File: src/rtl/skst_pkg.sv
// shared types and constants of the sorted key set table
// used by skst_key_ram, skst_ctrl and sorted_key_set_table_core
package skst_pkg;

    localparam int MAX_ENTRIES = 16;
    localparam int KEY_W       = 256;
    localparam int WORD_W      = 64;
    localparam int IDX_W       = (MAX_ENTRIES > 1) ? $clog2(MAX_ENTRIES) : 1;
    localparam int CNT_W       = $clog2(MAX_ENTRIES + 1);
    localparam int OUT_W       = 5;

    typedef logic [1:0]       kind_t;
    typedef logic [2:0]       status_t;
    typedef logic [KEY_W-1:0] key_t;
    typedef logic [IDX_W-1:0] idx_t;

    localparam kind_t KIND_ADD    = 2'd0;
    localparam kind_t KIND_REMOVE = 2'd1;

    localparam status_t STATUS_OK     = 3'd0;
    localparam status_t STATUS_ZERO   = 3'd1;
    localparam status_t STATUS_DUP    = 3'd2;
    localparam status_t STATUS_FULL   = 3'd3;
    localparam status_t STATUS_ABSENT = 3'd4;

    typedef struct packed {
        status_t          status;
        logic             found;
        logic [OUT_W-1:0] position;
        logic [OUT_W-1:0] entry_total;
    } result_t;

    typedef struct packed {
        idx_t rd_addr;
        logic wr_en;
        idx_t wr_addr;
        key_t wr_data;
    } ram_req_t;

endpackage

File: src/rtl/skst_ctrl.sv
// sequencer: linear search, shift up / insert, shift down, result
// depends on skst_pkg, drives skst_key_ram
module skst_ctrl (
    input  logic               aclk,
    input  logic               aresetn,
    input  logic               req_valid,
    output logic               req_ready,
    input  skst_pkg::kind_t    req_kind,
    input  skst_pkg::key_t     req_key,
    output logic               res_valid,
    input  logic               res_ready,
    output skst_pkg::result_t  res,
    output skst_pkg::ram_req_t ram_req,
    input  skst_pkg::key_t     ram_rdata
);
    import skst_pkg::*;

    typedef enum logic [5:0] {
        S_IDLE   = 6'b000001,
        S_SEARCH = 6'b000010,
        S_UP     = 6'b000100,
        S_INS    = 6'b001000,
        S_DN     = 6'b010000,
        S_DONE   = 6'b100000
    } state_t;

    state_t     state_reg, state_next;
    kind_t      kind_reg, kind_next;
    key_t       key_reg, key_next;
    logic [CNT_W-1:0] pos_reg, pos_next;
    logic [CNT_W-1:0] count_reg, count_next;
    logic [CNT_W-1:0] sh_reg, sh_next;
    idx_t       wr_addr_reg, wr_addr_next;
    logic       wr_pend_reg, wr_pend_next;
    logic       hit_reg, hit_next;
    status_t    status_reg, status_next;

    logic entry_lt;
    logic entry_eq;
    logic at_end;
    logic hit_now;
    logic key_zero;

    assign entry_lt = ram_rdata < key_reg;
    assign entry_eq = ram_rdata == key_reg;
    assign at_end   = pos_reg == count_reg;
    assign hit_now  = !at_end && entry_eq;
    assign key_zero = key_reg == '0;

    always_comb begin
        state_next      = state_reg;
        kind_next       = kind_reg;
        key_next        = key_reg;
        pos_next        = pos_reg;
        count_next      = count_reg;
        sh_next         = sh_reg;
        wr_addr_next    = wr_addr_reg;
        wr_pend_next    = wr_pend_reg;
        hit_next        = hit_reg;
        status_next     = status_reg;
        req_ready       = 1'b0;
        res_valid       = 1'b0;
        ram_req.rd_addr = '0;
        ram_req.wr_en   = 1'b0;
        ram_req.wr_addr = wr_addr_reg;
        ram_req.wr_data = ram_rdata;

        unique case (state_reg)
            S_IDLE: begin
                req_ready = 1'b1;
                if (req_valid) begin
                    kind_next  = req_kind;
                    key_next   = req_key;
                    pos_next   = '0;
                    state_next = S_SEARCH;
                end
            end
            S_SEARCH: begin
                ram_req.rd_addr = idx_t'(pos_reg);
                if (at_end || !entry_lt) begin
                    hit_next     = hit_now;
                    wr_pend_next = 1'b0;
                    state_next   = S_DONE;
                    if (kind_reg == KIND_ADD) begin
                        if (key_zero) begin
                            status_next = STATUS_ZERO;
                        end else if (hit_now) begin
                            status_next = STATUS_DUP;
                        end else if (count_reg >= CNT_W'(MAX_ENTRIES)) begin
                            status_next = STATUS_FULL;
                        end else begin
                            status_next = STATUS_OK;
                            sh_next     = count_reg;
                            state_next  = S_UP;
                        end
                    end else if (kind_reg == KIND_REMOVE) begin
                        if (!hit_now) begin
                            status_next = STATUS_ABSENT;
                        end else begin
                            status_next = STATUS_OK;
                            sh_next     = pos_reg + CNT_W'(1);
                            state_next  = S_DN;
                        end
                    end else begin
                        status_next = hit_now ? STATUS_OK : STATUS_ABSENT;
                    end
                end else begin
                    pos_next        = pos_reg + CNT_W'(1);
                    ram_req.rd_addr = idx_t'(pos_reg + CNT_W'(1));
                end
            end
            S_UP: begin
                ram_req.wr_en = wr_pend_reg;
                if (sh_reg != pos_reg) begin
                    ram_req.rd_addr = idx_t'(sh_reg - CNT_W'(1));
                    wr_addr_next    = idx_t'(sh_reg);
                    wr_pend_next    = 1'b1;
                    sh_next         = sh_reg - CNT_W'(1);
                end else begin
                    wr_pend_next = 1'b0;
                    state_next   = S_INS;
                end
            end
            S_INS: begin
                ram_req.wr_en   = 1'b1;
                ram_req.wr_addr = idx_t'(pos_reg);
                ram_req.wr_data = key_reg;
                count_next      = count_reg + CNT_W'(1);
                state_next      = S_DONE;
            end
            S_DN: begin
                ram_req.wr_en = wr_pend_reg;
                if (sh_reg < count_reg) begin
                    ram_req.rd_addr = idx_t'(sh_reg);
                    wr_addr_next    = idx_t'(sh_reg - CNT_W'(1));
                    wr_pend_next    = 1'b1;
                    sh_next         = sh_reg + CNT_W'(1);
                end else begin
                    wr_pend_next = 1'b0;
                    count_next   = count_reg - CNT_W'(1);
                    state_next   = S_DONE;
                end
            end
            S_DONE: begin
                res_valid = 1'b1;
                if (res_ready) begin
                    state_next = S_IDLE;
                end
            end
            default: begin
                state_next = S_IDLE;
            end
        endcase
    end

    always_ff @(posedge aclk) begin
        if (!aresetn) begin
            state_reg   <= S_IDLE;
            count_reg   <= '0;
            wr_pend_reg <= 1'b0;
        end else begin
            state_reg   <= state_next;
            count_reg   <= count_next;
            wr_pend_reg <= wr_pend_next;
        end
    end

    always_ff @(posedge aclk) begin
        kind_reg    <= kind_next;
        key_reg     <= key_next;
        pos_reg     <= pos_next;
        sh_reg      <= sh_next;
        wr_addr_reg <= wr_addr_next;
        hit_reg     <= hit_next;
        status_reg  <= status_next;
    end

    assign res.status      = status_reg;
    assign res.found       = hit_reg;
    assign res.position    = OUT_W'(pos_reg);
    assign res.entry_total = OUT_W'(count_reg);

endmodule

File: config.mk
export PLATFORM = sky130hd
export DESIGN_NAME = skst_ctrl
export DESIGN_NICKNAME = d
export VERILOG_FILES = /design/src/rtl/skst_pkg.sv /design/src/rtl/skst_ctrl.sv
export SDC_FILE = /design/constraint.sdc
export NUM_CORES = 1
export LEC_CHECK = 0
export BUFFER_PORTS_ARGS = -buffer_cell sky130_fd_sc_hd__buf_2
export CAP_MARGIN = 20
export CORE_AREA = 2 2 311 313
export DETAILED_ROUTE_END_ITERATION = 6
export DIE_AREA = 0 0 313 315
export SLEW_MARGIN = 20
export SYNTH_ARGS = -nofsm -noshare
export SYNTH_HDL_FRONTEND = slang
export SYNTH_SLANG_ARGS = --single-unit
File: constraint.sdc
create_clock -name aclk -period 9 [get_ports aclk]
set_input_delay 0.9 -clock aclk [delete_from_list [all_inputs] [get_ports aclk]]
set_output_delay 0.9 -clock aclk [all_outputs]
set_load 0.02 [all_outputs]
# [Word-level counts from Yosys, hierarchy flattened]
# Index checks and enable logic that the tools add are counted.
[totals] ff_bits=288 in_bits=518 output_inout_bits=281
[classes] n_addsub=5 magnitude_cmp=3 n_eq_ne=23 mux=47 reduce_logical=19
[op_table] op="two-way mux 260 bit" count=1
[op_table] op="equality test 256 bit" count=1
[op_table] op="logical NOT 256 bit" count=1
[op_table] op="< comparator 256 bit" count=1
[op_table] op="two-way mux 6 bit" count=11
[op_table] op="two-way mux 5 bit" count=12
[op_table] op="one-hot mux 6 bit (6 select lines)" count=1
[op_table] op="two-way mux 4 bit" count=5
[op_table] op="one-hot mux 5 bit (2 select lines)" count=2
[op_table] op="!= test 2 bit (second input constant)" count=8
[op_table] op="adder 5 x 1 -> 5 bit (second input constant)" count=3
[op_table] op="!= test 3 bit (second input constant)" count=5
[op_table] op="one-hot mux 5 bit (3 select lines)" count=1
[op_table] op="one-hot mux 4 bit (3 select lines)" count=1
[op_table] op="subtractor 5 x 1 -> 5 bit (second input constant)" count=2
[op_table] op="AND reduction 9 bit" count=1
[op_table] op="one-hot mux 4 bit (2 select lines)" count=1
[op_table] op="AND reduction 2 bit" count=4
[op_table] op="equality test 6 x 1 -> 1 bit (second input constant)" count=1
[op_table] op="equality test 6 x 2 -> 1 bit (second input constant)" count=1
[op_table] op="equality test 6 x 3 -> 1 bit (second input constant)" count=1
[op_table] op="equality test 6 x 4 -> 1 bit (second input constant)" count=1
[op_table] op="equality test 6 x 5 -> 1 bit (second input constant)" count=1
[op_table] op="equality test 6 bit (second input constant)" count=1
[op_table] op="19 further kinds" count=30

# [Depth between registers and ports, before layout]
# Gate-level depths: netlist (run 1).
[depth] word_depth=8 depth_mapped=11 ltp_nobuf=11

# [Least setup slack after synthesis (run 1)]
# No wires, ideal clock.
[synth_timing] path_type="input to register" start="input req_valid" end="register key_reg[0], enable pin" t_arrival_ns=5.968 slack_ns=2.423 cell_stages=2 path_buffers=0 path_cell_list="nand2_1 inv_1"
[synth_via] elab_chain_len=1
[synth_lines] element="start: declaration" line_no="skst_ctrl.sv:6" rtl="input logic req_valid,"
[synth_lines] element="AND reduction 2 bit (no line)"
[synth_lines] element="end signal: assignment" line_no="skst_ctrl.sv:170" rtl="key_reg <= key_next;"
[synth_lines] element="end: declaration" line_no="skst_ctrl.sv:29" rtl="key_t key_reg, key_next;"
# No other way between the ends.
# A chain may end at the register's enable or synchronous reset.

==> flow_summary.ini, run 1 <==
[setup_path]
cpMaxStageDelayCell = nor4_4
critical_path.cell_chain = inv_1 > ha_1 > a21oi_1 > nor2b_1 > o21ai_0 > o311ai_0 > buf_4 > o211ai_1 > nand3_2 > nor4_4 > mux2i_1 > o221ai_1 > buf_2
critical_path_arrival_ns = 4.91
cp.required_ns = 8.10
worstSetupPathType = flip-flop to primary output
cp-end-kind = primary output
startpoint_type = flip-flop
crit_fanout = 9
slowest_delay_ns = 0.70

[global_routing]
grt_pass1_wl_mm = 126
antenna_found_initial = 38
grt_max_degree = 237
grt_pass1_vias = 18574
grt_use_total_pct = 17.8
grt-ovfl-total = 0

[logic_synthesis]
yosys-top-cells-area = edfxtp_1 (43%), ha_1 (17%), o21ai_0 (7.8%)
yosysWarningCount = 0
synth_top_cell_area_share_pct = 42.7
synth.avg_cell_area_um2 = 9.29
syn_inst = 2090
synth_flop_cell = edfxtp_1
yosysUniqueCellTypes = 68
synth-simple-area-share_pct = 16.0
netlist_area_um2 = 19400
synth_adder_area_share_pct = 17.3
synthMuxAreaShare_pct = 0.444
synth-compound-area-share_pct = 14.7
yosysSeqAreaShare_pct = 43.9
syn_nets = 2876
synth_top_family_by_area = adder cells
yosys.area.top_type = edfxtp_1
synth-edff-count = 276
synth_xor_area_share_pct = 0.902
async_flop_share_pct = 0
synth-seq-cells = 288

[route]
drc = 0
firstDrtPassIters = 6
ant_nets = 0
post_drt_wl_per_cell_um = 22.0
num_vias = 19098
viasPerCell = 4.56
wl_mm = 92.1
first_iter_violations = 1365

[sta]
fmax_ghz = 0.172
setup_viol = 0
relSlewSlack_pct = 22.1
slew_violations = 0
finClkSkew_ns = 0.0262
fin_crit_ns = 5.81
min_period_over_period_pct = 64.5
finalHoldViolCount = 0
tightest_slew_ns = 1.16
rsz0062_at_grt = false
setup_tns_ns = 0

[pwr]
irDropWorstVdd_mv = 0.177
p_total_mw = 4.00
power.static_leakage_nw = 12.6
internal-power_mw = 2.78
netSwitchingPower_mw = 1.22
combPwrFrac_pct = 19.7
clockPowerShare_pct = 38.9
p_per_area_nw_per_um2 = 153
switching_share_pct = 30.5
pwr-share-seq_pct = 41.4

[finish]
drive_gt1_share_pct = 30.4
multi_input_area_um2 = 9600
final_util_pct = 27.3
final_common_cell = buf_2
area_delta_synth_final_pct = 34.7
register_area_um2 = 8530
final_cell_mix = buf_2 (798), nand2_1 (333), o21ai_0 (303)
largest_register_ffs = 256
fillCellCount = 10363
finish.instance_area_um2 = 26200
fin_nets = 3656
layoutNonFillerInstCount = 4191

[floorplanning]
die_y_um = 315
start_util_pct = 20.3
die_area_um2 = 98600
placementRows = 114
ioPinCount = 799
die_w_um = 313
coreArea_um2 = 95700

[clock_tree]
cts_root_buffer = clkbuf_16
clk_pin_slew_ns = 0.07
cts_num_sinks = 288
clk_path_buf_depth = 3
clk_latency_ns = 0.60
cts_resized = 0
cts_tree = yes
holdBufCountCts = 0
htree_num_levels = 2
cts_buffers = 40
cts_setup_buffers = 0

[place]
gp_congestion = 0.969
io_buffers = 798
placed_area_um2 = 24900
dp_hpwl_mm = 78.5
dpl.cell_count = 4104

[run_status]
outcome = completed

[run]
cap_violations = 0

[worst_hold_path]
hp-class = primary input to flip-flop
[critical path: cells and delay by family, from the launching register on]
kind | cells | cell delay (ns)
AO/OA/AOI/OAI | 5 | 1.79
AND/OR/NAND/NOR | 3 | 0.91
adder cells (fa/ha/maj) | 1 | 0.30
buffers and inverters | 3 | 0.53
multiplexers | 1 | 0.26
flip-flops | 1 | 0.51
[area by class of cell]
type	instances	share of cell area, %
clock inverter	22	0.765
timing repair buffer	809	15.7
tap	1276	6.10
sequential	288	32.6
inverter	280	4.05
antenna	16	0.153
clock buffer	49	3.96
multi-input combinational	1451	36.7
[Yosys cell counts, types with 4 or more instances]
cell type and number:
nand3b_1 4, nand2_1 333, xnor2_1 13, and4_1 6
nand3_1 34, nand2b_1 6, nor2_1 42, a221oi_1 11
o21ai_0 303, dfxtp_1 12, nor3_1 13, nand4_1 83
o211ai_1 6, o221ai_1 5, xor2_1 7, a211oi_1 8
edfxtp_1 276, inv_1 280, ha_1 267, nor2b_1 9
a21oi_1 114, clkbuf_1 69, a21o_1 24, nor4_1 92
and2_1 8
[routing by layer]
layer  track usage, %  part of all wire [%]  vias to the layer above
li1                 -                     -                     9173
met1             20.9                    40                     8848
met4             7.37                   4.1                       14
met5                0                 0.092                        -
met2             30.6                    48                      894
met3             4.78                   7.9                      169
[path summary, 6_finish.rpt]
path	slack [ns]	depth (start not counted)	startpoint	to
max	3.19	13	key_reg[93]	ram_req[262]
min	0.47	1	req_key[106]	key_reg[106]
max reg2reg	4.33	12	key_reg[135]	sh_reg[2]
min reg2reg	0.57	2	wr_pend_reg	wr_pend_reg
[power by group through the flow]
stage,combinational (mW),sequential (mW),clock [mW]
6_report,0.788,1.66,1.56
5_1_grt,0.876,1.67,1.66
4_1_cts,0.792,1.66,1.62
3_5_place_dp,0.787,1.68,0
3_3_place_gp,0.778,1.68,0
2_1_floorplan,0.423,1.66,0
[cells by family after synthesis]
group	count (synthesis)
AO/OA/AOI/OAI	509
XOR/XNOR	20
multiplexers	7
AND/OR/NAND/NOR	647
buffers and inverters	351
adder cells (fa/ha/maj)	268
flip-flops	288
[stage by stage]
stage,hold slack (ns),worst slack [ns]
3_5_place_dp,0.533,3.12
5_1_grt,0.425,2.73
3_3_place_gp,0.531,3.08
6_report,0.472,3.19
4_1_cts,0.410,2.92
2_1_floorplan,0.515,2.42
Power figures use the tool's default switching activity.
==> inputs of run 2 (changes only) <==
clock period = 6 ns   (was 9 ns; I/O delays follow)
==> run 2 against run 1 <==
  * Design area is 0.58% higher
  * Sequential share of layout area down 0.19 points
  * Core utilization increased by 0.16 points
  * Worst hold slack lost 0.29 ns
  * Setup slack worse by 2.4 ns
  * Final cell count hardly changed
  * Sequential power up 49%
  * Combinational power rose by 51%
  * Count of clock-buffer cells in the layout increased by 2
  * Die area unchanged
  * Critical path type unchanged
  * Largest cell class unchanged
  * Largest power group unchanged
==> flow_summary.ini, run 2 (synthesized netlist as in run 1, its figures left out) <==
[run_status]
outcome = completed

[route]
viasPerCell = 4.56
wl_mm = 91.0
num_vias = 19113
ant_nets = 0
wl_met3_mm = 6.88
route.met2.wl_mm = 45.0
first_iter_violations = 1356
post_drt_wl_per_cell_um = 21.7
drc = 0
firstDrtPassIters = 5
wl_met1_mm = 36.8
maxUsedRoutingLayer = met5

[pwr]
p_per_area_nw_per_um2 = 231
p_total_mw = 6.07
power.static_leakage_nw = 12.7
irDropWorstVdd_mv = 0.228

[finish]
final_util_pct = 27.5
fillCellCount = 10295
area_delta_synth_final_pct = 35.5
final_common_cell = buf_2
drive_gt1_share_pct = 30.7
largest_register_ffs = 256
fin_nets = 3667
final_cell_mix = buf_2 (798), nand2_1 (333), o21ai_0 (303)

[sta]
finalHoldViolCount = 0
setup_tns_ns = 0
slew_violations = 0
relSlewSlack_pct = 33.0
setup_viol = 0
min_period_over_period_pct = 86.0
fmax_ghz = 0.194
finClkSkew_ns = 0.0301
fin_crit_ns = 5.16
rsz0062_at_grt = false
tightest_slew_ns = 1.01
holdWs_ns = 0.186

[clock_tree]
holdBufCountCts = 0
clk_pin_slew_ns = 0.06
cts_resized = 0
htree_num_levels = 2
cts_num_sinks = 288
clk_latency_ns = 0.59
clk_path_buf_depth = 3
cts_tree = yes
cts_root_buffer = clkbuf_16
cts_buffers = 39
cts_setup_buffers = 0

[floorplanning]
placementRows = 114
die_area_um2 = 98600
start_util_pct = 20.3
die_y_um = 315
die_w_um = 313
coreArea_um2 = 95700
ioPinCount = 799

[place]
dp_hpwl_mm = 78.3
io_buffers = 798
gp_congestion = 0.945

[global_routing]
antenna_found_initial = 30
grt_pass1_wl_mm = 127
grt_pass1_vias = 18445
grt_use_total_pct = 17.7
grt_max_degree = 156
grt-ovfl-total = 0

[worst_hold_path]
hp-class = primary input to flip-flop

[setup_path]
cp.required_ns = 5.40
cp-end-kind = primary output
slowest_delay_ns = 0.66
critical_path_arrival_ns = 4.56
worstSetupPathType = flip-flop to primary output
startpoint_type = flip-flop
crit_fanout = 9
cpMaxStageDelayCell = nor4_1
critical_path.cell_chain = inv_1 > ha_1 > nand4_1 > nor4_1 > nand2_1 > nor2_1 > nand3_1 > a21oi_1 > nor4_4 > mux2i_1 > o221ai_1 > buf_2

[run]
cap_violations = 0
-- run 2: cell types whose count changed in the layout (fill, tap and decap cells not counted) --
| cell | delta |
|---|---|
| buf_12 | +3 |
| o311ai_1 | +1 |
| bufinv_16 | +2 |
| inv_8 | -1 |
| nor4_2 | +1 |
| o311ai_0 | -1 |
| nor4_1 | -1 |
| clkinvlp_4 | +2 |
| buf_4 | +9 |
| clkinv_2 | -4 |
| diode_2 | -10 |
| clkbuf_1 | +2 |
| clkinv_4 | -1 |
-- run 2: per-stage QoR --
stage | std cells | setup slack [ns] | cell area (µm²)
2_1_floorplan | 2090 | 0.866 | 19400
3_3_place_gp | 4116 | 0.585 | 25000
3_5_place_dp | 4116 | 1.05 | 25000
4_1_cts | 4187 | 0.433 | 26300
5_1_grt | 4190 | 0.372 | 26300
6_report | 4193 | 0.842 | 26300
-- run 2: area by class of cell --
type	count	area [µm²]	share of cell area (%)
multi-input combinational	1451	9610	36.5
inverter	280	1050	4.01
antenna	6	15.0	0.0571
clock buffer	51	1040	3.96
timing repair buffer	821	4230	16.1
tap	1276	1600	6.07
clock inverter	20	239	0.908
sequential	288	8530	32.4
-- run 2: routing by layer --
| metal | global-route usage [%] | vias to the layer above |
|---|---|---|
| met5 | 0 | - |
| li1 | - | 9195 |
| met2 | 31.7 | 899 |
| met3 | 3.95 | 126 |
| met4 | 4.33 | 10 |
| met1 | 21.4 | 8883 |
-- run 2: path summary, 6_finish.rpt --
| kind | startpoint | end | slack (ns) | depth (start not counted) |
|---|---|---|---|---|
| hold / removal | req_key[33] | key_reg[33] | 0.19 | 1 |
| hold reg to reg | wr_pend_reg | wr_pend_reg | 0.55 | 2 |
| setup reg to reg | key_reg[93] | sh_reg[2] | 1.77 | 11 |
| setup / recovery | key_reg[93] | ram_req[262] | 0.84 | 12 |
-- run 2: critical path, delay by kind of cell, from the launching register on --
family / cells / cell delay [ns]
adders and majority gates: 1 / 0.32
and+or+nand+nor: 6 / 2.08
AOI/OAI and AO/OA: 2 / 0.51
muxes: 1 / 0.17
DFF: 1 / 0.55
buffers and inverters: 2 / 0.34
-- run 2: report_power, final --
group          internal [mW]  switching [mW]  total [mW]
combinational          0.442           0.745        1.19
sequential              2.38           0.105        2.48
clock                   1.44           0.959        2.40
